<file path="src/hw/rtl/mfmte_pkg.sv">
// ----------------------------------------------------------------------------
// mfmte_pkg
// Shared constants for the MFM track encoder: track geometry, sync and fill
// patterns, and request operation codes.
// ----------------------------------------------------------------------------
package mfmte_pkg;

  localparam int SECTORS   = 11;
  localparam int GAP_WORDS = 416;

  localparam int SECTOR_BYTES = 512;
  localparam int SECTOR_WORDS = 544;

  localparam logic [15:0] SYNC_WORD = 16'h4489;
  localparam logic [15:0] FILL_WORD = 16'haaaa;
  localparam logic [31:0] FILL_LONG = 32'haaaaaaaa;
  localparam logic [31:0] BIT_MASK  = 32'h55555555;
  localparam logic [7:0]  FILL_BYTE = 8'haa;
  localparam logic [7:0]  MASK_BYTE = 8'h55;
  localparam logic [7:0]  INFO_TAG  = 8'hff;

  // first word of each region inside a sector
  localparam logic [9:0] W_SYNC     = 10'd2;
  localparam logic [9:0] W_INFO     = 10'd4;
  localparam logic [9:0] W_INFO_EV  = 10'd6;
  localparam logic [9:0] W_LABEL    = 10'd8;
  localparam logic [9:0] W_HSUM     = 10'd24;
  localparam logic [9:0] W_HSUM_EV  = 10'd26;
  localparam logic [9:0] W_DSUM     = 10'd28;
  localparam logic [9:0] W_DSUM_EV  = 10'd30;
  localparam logic [9:0] W_DATA     = 10'd32;
  localparam logic [9:0] W_DATA_EV  = 10'd288;

  localparam logic OP_LOAD  = 1'b0;
  localparam logic OP_FETCH = 1'b1;

  localparam logic STATUS_OK        = 1'b0;
  localparam logic STATUS_NOT_READY = 1'b1;

endpackage

</file>
<file path="src/hw/rtl/mfm_track_encoder.sv">
// ----------------------------------------------------------------------------
// mfm_track_encoder
// Loads a 512-byte sector into a buffer with a running data checksum, then
// emits its 544 encoded track words one per fetch, closing the track with gap
// fill after the last sector.
// ----------------------------------------------------------------------------
// A load request (operation 0) is taken and busy stays low, so loads can
// follow back to back. A fetch request (operation 1) raises busy for one
// cycle while the sector buffer is read (synchronous read); the result
// appears on the cycle after acceptance, marked by done for exactly one
// cycle, and no new fetch is taken while busy is high. The receiver cannot
// stall: done must be sampled in that cycle. A fetch before the sector is
// fully loaded returns status 1 with a zero word. Loads made while a sector
// is being emitted or during the gap are dropped.
module mfm_track_encoder (
  input  logic        clk,
  input  logic        rst,
  input  logic        start,
  output logic        busy,
  input  logic        operation,
  input  logic [7:0]  data_byte,
  input  logic [7:0]  track_number,
  output logic        done,
  output logic [15:0] mfm_word,
  output logic        last_of_sector,
  output logic        last_of_track,
  output logic        status
);
  import mfmte_pkg::*;

  typedef enum logic [1:0] {
    PH_LOADING,
    PH_EMIT,
    PH_GAP
  } phase_t;

  typedef enum logic [1:0] {
    KIND_FIXED,
    KIND_ODD,
    KIND_EVEN
  } kind_t;

  phase_t      phase;
  logic [9:0]  bytes_loaded;
  logic [9:0]  word_position;
  logic [4:0]  sector_index;
  logic [9:0]  gap_position;
  logic [31:0] data_sum;
  logic [7:0]  track_latch;

  kind_t       out_kind;
  logic [15:0] out_fixed;
  logic        out_los;
  logic        out_lot;
  logic        out_status;

  // sector buffer split by byte parity: even byte of a pair in hi, odd in lo
  logic [7:0]  mem_hi [256];
  logic [7:0]  mem_lo [256];
  logic [7:0]  rd_hi;
  logic [7:0]  rd_lo;
  logic [7:0]  rd_addr;

  logic        load_accept;
  logic        fetch_accept;
  logic [7:0]  sum_lane;
  logic [31:0] sum_next;
  logic [4:0]  sector_next;

  logic [7:0]  remaining;
  logic [31:0] info;
  logic [31:0] info_odd;
  logic [31:0] info_even;
  logic [31:0] hsum;
  logic [31:0] long_sel;
  logic [15:0] fixed_word;

  logic [7:0]  byte_hi;
  logic [7:0]  byte_lo;

  assign load_accept  = start && !busy && (operation == OP_LOAD) &&
                        (phase == PH_LOADING) && !bytes_loaded[9];
  assign fetch_accept = start && !busy && (operation == OP_FETCH);

  assign sum_lane    = ((data_byte >> 1) ^ data_byte) & MASK_BYTE;
  assign sum_next    = data_sum ^ ({24'b0, sum_lane} << {~bytes_loaded[1:0], 3'b000});
  assign sector_next = sector_index + 5'd1;
  assign rd_addr     = 8'(word_position - W_DATA);

  // non-data words of a sector
  assign remaining = 8'(SECTORS) - {3'b000, sector_index};
  assign info      = {INFO_TAG, track_latch, 3'b000, sector_index, remaining};
  assign info_odd  = (info >> 1) & BIT_MASK;
  assign info_even = info & BIT_MASK;
  assign hsum      = info_odd ^ info_even;

  always_comb begin
    long_sel = {FILL_WORD, FILL_WORD};
    priority if (word_position < W_SYNC) begin
      long_sel = {FILL_WORD, FILL_WORD};
    end else if (word_position < W_INFO) begin
      long_sel = {SYNC_WORD, SYNC_WORD};
    end else if (word_position < W_INFO_EV) begin
      long_sel = info_odd;
    end else if (word_position < W_LABEL) begin
      long_sel = info_even;
    end else if (word_position < W_HSUM) begin
      long_sel = {FILL_WORD, FILL_WORD};
    end else if (word_position < W_HSUM_EV) begin
      long_sel = ((hsum >> 1) & BIT_MASK) | FILL_LONG;
    end else if (word_position < W_DSUM) begin
      long_sel = (hsum & BIT_MASK) | FILL_LONG;
    end else if (word_position < W_DSUM_EV) begin
      long_sel = ((data_sum >> 1) & BIT_MASK) | FILL_LONG;
    end else begin
      long_sel = (data_sum & BIT_MASK) | FILL_LONG;
    end
    fixed_word = word_position[0] ? long_sel[15:0] : long_sel[31:16];
  end

  always_ff @(posedge clk) begin
    if (load_accept) begin
      if (bytes_loaded[0]) begin
        mem_lo[bytes_loaded[8:1]] <= data_byte;
      end else begin
        mem_hi[bytes_loaded[8:1]] <= data_byte;
      end
    end
    rd_hi <= mem_hi[rd_addr];
    rd_lo <= mem_lo[rd_addr];
  end

  always_ff @(posedge clk) begin
    if (rst) begin
      phase         <= PH_LOADING;
      bytes_loaded  <= '0;
      word_position <= '0;
      sector_index  <= '0;
      gap_position  <= '0;
      data_sum      <= '0;
      track_latch   <= '0;
      busy          <= 1'b0;
    end else begin
      busy <= fetch_accept;
      if (load_accept) begin
        data_sum     <= sum_next;
        bytes_loaded <= bytes_loaded + 10'd1;
        if (bytes_loaded == 10'(SECTOR_BYTES - 1)) begin
          phase         <= PH_EMIT;
          word_position <= '0;
        end
      end
      if (fetch_accept) begin
        unique case (phase)
          PH_EMIT: begin
            out_lot    <= 1'b0;
            out_status <= STATUS_OK;
            out_fixed  <= fixed_word;
            if (sector_index == 5'd0 && word_position == 10'd0) begin
              track_latch <= track_number;
            end
            if (word_position >= W_DATA_EV) begin
              out_kind <= KIND_EVEN;
            end else if (word_position >= W_DATA) begin
              out_kind <= KIND_ODD;
            end else begin
              out_kind <= KIND_FIXED;
            end
            if (word_position == 10'(SECTOR_WORDS - 1)) begin
              out_los       <= 1'b1;
              word_position <= '0;
              bytes_loaded  <= '0;
              data_sum      <= '0;
              sector_index  <= sector_next;
              if (sector_next >= 5'(SECTORS)) begin
                phase        <= PH_GAP;
                gap_position <= '0;
              end else begin
                phase <= PH_LOADING;
              end
            end else begin
              out_los       <= 1'b0;
              word_position <= word_position + 10'd1;
            end
          end
          PH_GAP: begin
            out_los    <= 1'b0;
            out_status <= STATUS_OK;
            out_kind   <= KIND_FIXED;
            out_fixed  <= FILL_WORD;
            if (gap_position == 10'(GAP_WORDS - 1)) begin
              out_lot      <= 1'b1;
              gap_position <= '0;
              sector_index <= '0;
              phase        <= PH_LOADING;
            end else begin
              out_lot      <= 1'b0;
              gap_position <= gap_position + 10'd1;
            end
          end
          default: begin
            out_los    <= 1'b0;
            out_lot    <= 1'b0;
            out_kind   <= KIND_FIXED;
            out_fixed  <= '0;
            out_status <= STATUS_NOT_READY;
          end
        endcase
      end
    end
  end

  always_comb begin
    byte_hi  = FILL_BYTE | (rd_hi & MASK_BYTE);
    byte_lo  = FILL_BYTE | (rd_lo & MASK_BYTE);
    mfm_word = out_fixed;
    unique case (out_kind)
      KIND_ODD: begin
        byte_hi  = FILL_BYTE | ((rd_hi >> 1) & MASK_BYTE);
        byte_lo  = FILL_BYTE | ((rd_lo >> 1) & MASK_BYTE);
        mfm_word = {byte_hi, byte_lo};
      end
      KIND_EVEN: begin
        mfm_word = {byte_hi, byte_lo};
      end
      default: begin
        mfm_word = out_fixed;
      end
    endcase
  end

  assign done           = busy;
  assign last_of_sector = out_los;
  assign last_of_track  = out_lot;
  assign status         = out_status;

  a_fetch_result: assert property (@(posedge clk) disable iff (rst)
    (start && !busy && operation == OP_FETCH) |=> done)
    else $error("fetch request without a result");

  a_load_silent: assert property (@(posedge clk) disable iff (rst)
    (start && !busy && operation == OP_LOAD) |=> !done)
    else $error("load request produced a result");

  a_track_end: assert property (@(posedge clk) disable iff (rst)
    (done && last_of_track) |-> (!last_of_sector && status == STATUS_OK))
    else $error("track end flagged with sector end or not-ready status");

  a_emit_full: assert property (@(posedge clk) disable iff (rst)
    (phase == PH_EMIT) |-> (bytes_loaded == 10'(SECTOR_BYTES)))
    else $error("emitting a sector that is not fully loaded");

  a_gap_sector: assert property (@(posedge clk) disable iff (rst)
    (phase == PH_GAP) |-> (sector_index == 5'(SECTORS) && bytes_loaded == 10'd0))
    else $error("gap entered before the last sector");

endmodule
</file>
<file path="config.mk">
export PLATFORM = sky130hd
export DESIGN_NAME = mfm_track_encoder
export DESIGN_NICKNAME = d
export VERILOG_FILES = /design/src/hw/rtl/mfmte_pkg.sv /design/src/hw/rtl/mfm_track_encoder.sv
export SDC_FILE = /design/constraint.sdc
export NUM_CORES = 2
export LEC_CHECK = 0
export BUFFER_PORTS_ARGS = -buffer_cell sky130_fd_sc_hd__buf_2
export CAP_MARGIN = 20
export CELL_PAD_IN_SITES_DETAIL_PLACEMENT = 1
export CELL_PAD_IN_SITES_GLOBAL_PLACEMENT = 2
export CORE_AREA = 2 2 638 576
export DETAILED_ROUTE_END_ITERATION = 16
export DIE_AREA = 0 0 640 578
export PLACE_DENSITY = 0.8
export SYNTH_ARGS = -nofsm -noshare
export SYNTH_HDL_FRONTEND = slang
export SYNTH_SLANG_ARGS = --single-unit
export TNS_END_PERCENT = 30
</file>
<file path="constraint.sdc">
create_clock -name clk -period 4.04 [get_ports clk]
set_input_delay 0.202 -clock clk [delete_from_list [all_inputs] [get_ports clk]]
set_output_delay 0.202 -clock clk [all_outputs]
set_load 0.02 [all_outputs]
</file>
# After elaboration in Yosys (flattened, before gate mapping)
# Memory sizes are Yosys's and may differ from the RTL's. A register that Yosys moved wholly into a read port is not among the register bits.
# Index checks and enable logic that the tools add are counted.
[classes]
n_div = 0
n_reduce_logical = 18
n_mux = 49
bitwise = 7
mul = 0
n_eq_ne = 10
shifts = 1
add_sub_neg = 6
n_lt_le_gt_ge = 11
[op_table]
columns = ["operator", "count"]
rows = [
  ["2-to-1 mux 32 bit", 10],
  ["2-to-1 mux 10 bit", 12],
  ["one-hot mux 16 bit (2 select lines)", 2],
  ["2-to-1 mux 31 bit", 2],
  ["< comparator 10 x 5 -> 1 bit, second input constant", 4],
  ["<< shifter 7 x 5 -> 32 bit", 1],
  ["XOR 32 bit", 1],
  ["XOR 31 bit", 1],
  ["adder 10 x 1 -> 10 bit, second input constant", 3],
  ["== test 10 x 9 -> 1 bit, second input constant", 2],
  ["< comparator 10 x 3 -> 1 bit, second input constant", 2],
  ["one-hot mux 10 bit (2 select lines)", 1],
  ["2-to-1 mux 16 bit", 1],
  ["2-to-1 mux 2 bit", 7],
  ["== test 10 bit, second input constant", 1],
  ["greater-or-equal comparator 10 x 6 -> 1 bit, second input constant", 1],
  ["greater-or-equal comparator 10 x 9 -> 1 bit, second input constant", 1],
  ["zero test 10 bit", 1],
  ["< comparator 10 x 2 -> 1 bit, second input constant", 1],
  ["< comparator 10 x 4 -> 1 bit, second input constant", 1],
  ["2-to-1 mux 1 bit", 10],
  ["2-to-1 mux 5 bit", 2],
  ["one-hot mux 5 bit (2 select lines)", 1],
  ["AND reduction 4 bit", 2],
  ["19 further kinds", 32],
]
[word_totals]
out_inout_bits = 21
ramBits = 4096
wordCells = 118
regBits = 99
rom_bits = 0
n_memories = 2
inputBits = 20
latch_bits = 0
[mem_list]
columns = ["name", "words", "width", "rd", "rd_ports_with_merged_regs", "write_ports", "line_no", "rtl"]
rows = [
  ["mem_hi", 256, 8, 1, 1, 1, "mfm_track_encoder.sv:58", "logic [7:0] mem_hi [256];"],
  ["mem_lo", 256, 8, 1, 1, 1, "mfm_track_encoder.sv:59", "logic [7:0] mem_lo [256];"],
]

# Longest topological paths before layout
[depth]
depth_word = 11
ltp_mapped = 14
mapped_depth_nobuf = 9

# Worst setup path after synthesis
# No wires, ideal clock.
[synth_timing]
kind = "reg-to-reg"
from = "register phase[0]"
to = "memory mem_hi[152][0], enable pin"
t_arrival_ps = 2830
slack_ps = 840
n_path_buf = 4
period_less_slack_ps = 3200
t_required_ps = 3670
path_stages_with_launch = 12
setup_ps = 370
path_cell_list = "dfxtp_1 -> inv_1 -> ha_1 -> nor4bb_1 -> nor2b_1 -> buf_1 -> ha_1 -> clkbuf_1 -> clkbuf_1 -> nand3_1 -> clkbuf_1 -> nor2_1"
[synth_via]
elab_chain_cells = 5
[synth_rtl]
columns = ["element", "line_no", "rtl"]
rows = [
  ["from (decl)", "mfm_track_encoder.sv:43", "phase_t phase;"],
  ["from (signal assigned)", "mfm_track_encoder.sv:135", "phase <= PH_LOADING;"],
  ["from (signal assigned)", "mfm_track_encoder.sv:149", "phase <= PH_EMIT;"],
  ["from (signal assigned)", "mfm_track_encoder.sv:176", "phase <= PH_GAP;"],
  ["zero test 2 bit", "mfm_track_encoder.sv:82", "(phase == PH_LOADING) && !bytes_loaded[9];"],
  ["logical AND 1 bit", "mfm_track_encoder.sv:81", "assign load_accept = start && !busy && (operation == OP_LOAD) &&"],
  ["logical AND 1 bit", "mfm_track_encoder.sv:82", ""],
  ["2-to-1 mux 1 bit", "mfm_track_encoder.sv:122", "if (load_accept) begin"],
  ["2-to-1 mux 1 bit (implied by the code)", "mfm_track_encoder.sv:126", "mem_hi[bytes_loaded[8:1]] <= data_byte;"],
  ["to (decl)", "mfm_track_encoder.sv:58", ""],
]
# Every way passes these cells.

# Worst setup path in the final report
[layout_timing]
from = "register word_position[2]"
to = "register rd_hi[2] (read register of mem_hi)"
[layout_via]
elab_chain_cells = 1
[layout_rtl]
columns = ["element", "line_no", "rtl"]
rows = [
  ["from (decl)", "mfm_track_encoder.sv:45", "logic [9:0] word_position;"],
  ["from (signal assigned)", "mfm_track_encoder.sv:183", "word_position <= word_position + 10'd1;"],
  ["subtractor 8 x 6 -> 8 bit", "mfm_track_encoder.sv:88", "assign rd_addr = 8'(word_position - W_DATA);"],
  ["to (decl)", "mfm_track_encoder.sv:60", "logic [7:0] rd_hi;"],
]
# Every way passes these cells.
# A chain may end at the register's enable or synchronous reset.

==> run_summary.xml <==
<?xml version="1.0" encoding="UTF-8"?>
<metrics>
  <group name="sta">
    <metric name="max-slew-margin-rel" unit="%">-4.51</metric>
    <metric name="final.setup.worst_slack" unit="ns">-0.142</metric>
    <metric name="final.min_clock_period" unit="ns">4.18</metric>
    <metric name="count_of_pins_over_their_slew_limit" unit="">51</metric>
    <metric name="report.final.hold_viol_count" unit="">0</metric>
    <metric name="worst-slew-pin-transition" unit="ns">1.57</metric>
    <metric name="timing.fmax" unit="MHz">239</metric>
    <metric name="clock_skew" unit="ns">0.0740</metric>
    <metric name="finalSetupTns" unit="ns">-0.153</metric>
    <metric name="fin_crit_sh" unit="%">104</metric>
    <metric name="rsz0062_at_grt" unit="">yes</metric>
    <metric name="timing.hold.ws" unit="ns">0.308</metric>
    <metric name="timing.final.setup_violations" unit="">2</metric>
  </group>
  <group name="cts">
    <metric name="tritoncts" unit="">yes</metric>
    <metric name="post_cts_buffers" unit="">0</metric>
    <metric name="clock_insertion_delay_worst_skew" unit="ns">0.98</metric>
    <metric name="cts.clk_slew.worst_paths" unit="ns">0.08</metric>
    <metric name="ctsRootBufferMaster" unit="">clkbuf_16</metric>
    <metric name="clock_tree.htree_level_count" unit="">5</metric>
    <metric name="clockBufferDepth" unit="">4</metric>
    <metric name="tritoncts.num_buffers" unit="">415</metric>
    <metric name="clock-sinks" unit="">4189</metric>
  </group>
  <group name="global_route">
    <metric name="globalRoute.busiestLayer" unit="">met2</metric>
    <metric name="vias_in_the_first_global_route" unit="">91700</metric>
    <metric name="met1_resource_use_gr" unit="%">38.1</metric>
    <metric name="global_route.usage.met2" unit="%">41.9</metric>
    <metric name="grt_first_pass_wirelength" unit="mm">728</metric>
    <metric name="grt.met3_usage" unit="%">7.74</metric>
    <metric name="grt_remaining_overflow" unit="">0</metric>
    <metric name="grt_antenna_before_repair" unit="">36</metric>
    <metric name="grt_start_max_net_pins" unit="">213</metric>
    <metric name="grt.total_usage" unit="%">27.9</metric>
  </group>
  <group name="drt">
    <metric name="drt_pre_antenna_iters" unit="">6</metric>
    <metric name="drtAntennaViolNets" unit="">0</metric>
    <metric name="routed_wire_length_per_instance" unit="um">37.1</metric>
    <metric name="num_vias" unit="">89300</metric>
    <metric name="route.detailed.drc" unit="">0</metric>
    <metric name="via_per_inst" unit="">6.40</metric>
    <metric name="wl" unit="mm">518</metric>
    <metric name="drt-initial-drc-count" unit="">13500</metric>
  </group>
  <group name="layout">
    <metric name="number_of_nets_in_the_layout" unit="">8751</metric>
    <metric name="synthToLayoutAreaGrowth" unit="%">15.7</metric>
    <metric name="fin_cells" unit="">14000</metric>
    <metric name="drive_gt1_share" unit="%">28.2</metric>
    <metric name="final_core_util" unit="%">52.0</metric>
    <metric name="finished_layout_cell_area" unit="um^2">189000</metric>
  </group>
  <group name="die">
    <metric name="start_util" unit="%">44.9</metric>
    <metric name="coreArea" unit="um^2">363000</metric>
    <metric name="die_w" unit="um">640</metric>
    <metric name="die_height" unit="um">578</metric>
    <metric name="ioPinCount" unit="">41</metric>
    <metric name="std_cell_rows" unit="">210</metric>
    <metric name="die-area" unit="um^2">370000</metric>
  </group>
  <group name="worst_setup_path">
    <metric name="worstReg2RegStart" unit="">word_position[2]$_SDFF_PP0_</metric>
    <metric name="required_time_at_the_worst_slack_endpoint" unit="ns">4.86</metric>
    <metric name="rr_endpoint" unit="">rd_hi[2]$_DFF_P_</metric>
    <metric name="critPathMaxFanout" unit="">30</metric>
    <metric name="critPathTopFamily" unit="">simple AND/OR/NAND/NOR gates</metric>
    <metric name="critical_path_arrival" unit="ns">5.01</metric>
    <metric name="worstPathBufferInverterCount" unit="">0</metric>
    <metric name="critPathCaptureType" unit="">flop</metric>
    <metric name="ff2ff_setup_slack" unit="ns">-0.14</metric>
    <metric name="critical_path_source_type" unit="">flop</metric>
    <metric name="worst_path_max_delay_cell" unit="">nor2_1</metric>
    <metric name="slowest_delay" unit="ns">1.02</metric>
    <metric name="worstPathCellList" unit="">nor2_1 -&gt; nand2_1 -&gt; o221ai_1 -&gt; a211oi_1 -&gt; a21oi_1 -&gt; a221oi_1 -&gt; o32ai_1</metric>
    <metric name="worstSetupPathType" unit="">flop to flop</metric>
    <metric name="worst_r2r_path_depth" unit="">7</metric>
  </group>
  <group name="worst_hold_path">
    <metric name="whs_path_cells" unit="">2</metric>
    <metric name="worstHoldPathType" unit="">input port to flop</metric>
    <metric name="timing.hold.worst.start" unit="">data_byte[5]</metric>
    <metric name="hold_end" unit="">mem_lo[76][5]$_DFFE_PP_</metric>
  </group>
  <group name="status">
    <metric name="violations" unit="">slew limit, setup timing</metric>
    <metric name="result_of_the_run" unit="">complete, but fails checks</metric>
  </group>
  <group name="logic_synthesis">
    <metric name="synth_top_area_cell" unit="">edfxtp_1</metric>
    <metric name="synthCells" unit="">7834</metric>
    <metric name="synthesis.area" unit="um^2">163000</metric>
    <metric name="yosys-top-cells-count" unit="">edfxtp_1 (4111), mux4_2 (978), nor2_1 (637)</metric>
    <metric name="ys_async_sr_fraction" unit="%">0</metric>
    <metric name="synth_sequential_area_ratio" unit="%">76.7</metric>
    <metric name="postSynthAreaPerCell" unit="um^2">20.8</metric>
    <metric name="synth-warning-count" unit="">0</metric>
    <metric name="ys_ff_latch" unit="">4189</metric>
    <metric name="synth.top_cell.area_share" unit="%">75.8</metric>
    <metric name="synth_enable_flop_cells" unit="">4111</metric>
    <metric name="synth_area_leaders" unit="">edfxtp_1 (76%), mux4_2 (14%), mux2i_1 (1.8%)</metric>
    <metric name="post-synth-top-count-cell" unit="">edfxtp_1</metric>
    <metric name="synth-main-ff-cell" unit="">edfxtp_1</metric>
    <metric name="ys_types" unit="">76</metric>
    <metric name="syn-num-nets" unit="">7874</metric>
  </group>
  <group name="placement">
    <metric name="port_buffers" unit="">40</metric>
    <metric name="postPlaceCellArea" unit="um^2">174000</metric>
    <metric name="numPlacedInstances" unit="">13100</metric>
    <metric name="detailedPlace.worstSlack" unit="ns">-0.203</metric>
    <metric name="dp_hpwl" unit="mm">324</metric>
    <metric name="globalplace.congestion" unit="">0.875</metric>
  </group>
  <group name="power">
    <metric name="power.ir.vdd_worst" unit="uV">412</metric>
    <metric name="leakage" unit="nW">57.6</metric>
    <metric name="total_power" unit="mW">88.3</metric>
    <metric name="powerDensity" unit="nW/um^2">468</metric>
  </group>
  <group name="run">
    <metric name="max_cap_viol_count" unit="">0</metric>
  </group>
</metrics>
==> cells in the final DEF, fill, tap and decap left out, types with 53 or more instances in the layout <==
| cell | n |
|---|---|
| edfxtp_1 | 4111 |
| o22ai_1 | 53 |
| buf_4 | 804 |
| clkbuf_1 | 86 |
| o21ai_0 | 74 |
| dfxtp_1 | 72 |
| clkbuf_16 | 419 |
| clkinv_2 | 77 |
| nand3_1 | 75 |
| clkinv_1 | 79 |
| mux4_2 | 978 |
| nor2_1 | 628 |
| mux2i_1 | 288 |
| a21oi_1 | 127 |
| nand2_1 | 175 |
| a22oi_1 | 207 |
| buf_12 | 71 |
==> registers in the layout (all words and copies together) (netlist names) <==
name	count
rd_lo	8
phase	2
bytes_loaded	10
gap_position	10
rd_hi	8
word_position	10
last_of_track	1
mem_hi	2048
status	1
sector_index	5
mem_lo	2048
track_latch	8
last_of_sector	1
out_fixed	10
out_kind	2
data_sum	16
busy	1
==> report_power, final <==
group	leakage [nW]	switching, mW	internal [mW]
logic	13.3	0.936	0.125
clock network	6.70	16.9	22.6
registers	37.6	0.0137	47.7
total	57.6	17.9	70.4
==> what timing repair did <==
action                     4_1_cts  5_1_grt
gates resized for setup          2        3
hold endpoints to repair       530        0
pin swaps                        0        1
setup endpoints to repair       72       25
gates cloned                     0        0
hold buffers                    28        0
==> cell type report <==
class	count	area [um^2]
multi-input cells	3138	35500
inverters	22	82.6
repair buffers	945	8030
fillers	32100	174000
flip-flops and latches	4189	125000
diodes	27	67.6
clock buffers	517	11000
well taps	4876	6100
clock inverters	244	2770
==> logic make-up (layout without fill, tap and decap cells) <==
group	Yosys count	count (layout)	share of synthesized area, %
multiplexers	1279	1279	15.4
AO/OA/AOI/OAI	708	708	3.01
flip-flops	4189	4189	76.7
other	0	27	0
AND/OR/NAND/NOR	1090	1090	2.88
buffers and inverters	507	1728	1.65
adder cells (fa/ha/maj)	20	20	0.154
XOR/XNOR	41	41	0.220
==> worst max-delay path by stage <==
| stage | from | endpoint | depth (start not counted) | slack [ns] |
|---|---|---|---|---|
| 2_1_floorplan | phase[0]$_SDFF_PP0_ | mem_hi[152][0]$_DFFE_PP_ | 11 | 0.84 |
| 3_3_place_gp | phase[0]$_SDFF_PP0_ | mem_hi[65][7]$_DFFE_PP_ | 10 | -0.19 |
| 3_5_place_dp | phase[0]$_SDFF_PP0_ | mem_hi[65][6]$_DFFE_PP_ | 10 | -0.20 |
| 4_1_cts | word_position[1]$_SDFF_PP0_ | rd_hi[1]$_DFF_P_ | 9 | 0.006 |
| 5_1_grt | phase[0]$_SDFF_PP0_ | mem_lo[159][6]$_DFFE_PP_ | 8 | -0.02 |
| 6_report | word_position[2]$_SDFF_PP0_ | rd_hi[2]$_DFF_P_ | 7 | -0.14 |
==> per-layer routing <==
layer / share of wire (%) / vias to the layer above
met3: 12 / 1193
met2: 45 / 6179
met4: 5.1 / 26
li1: - / 34400
met1: 37 / 47500
met5: 0.034 / -
(Power assumes the default switching activity.)
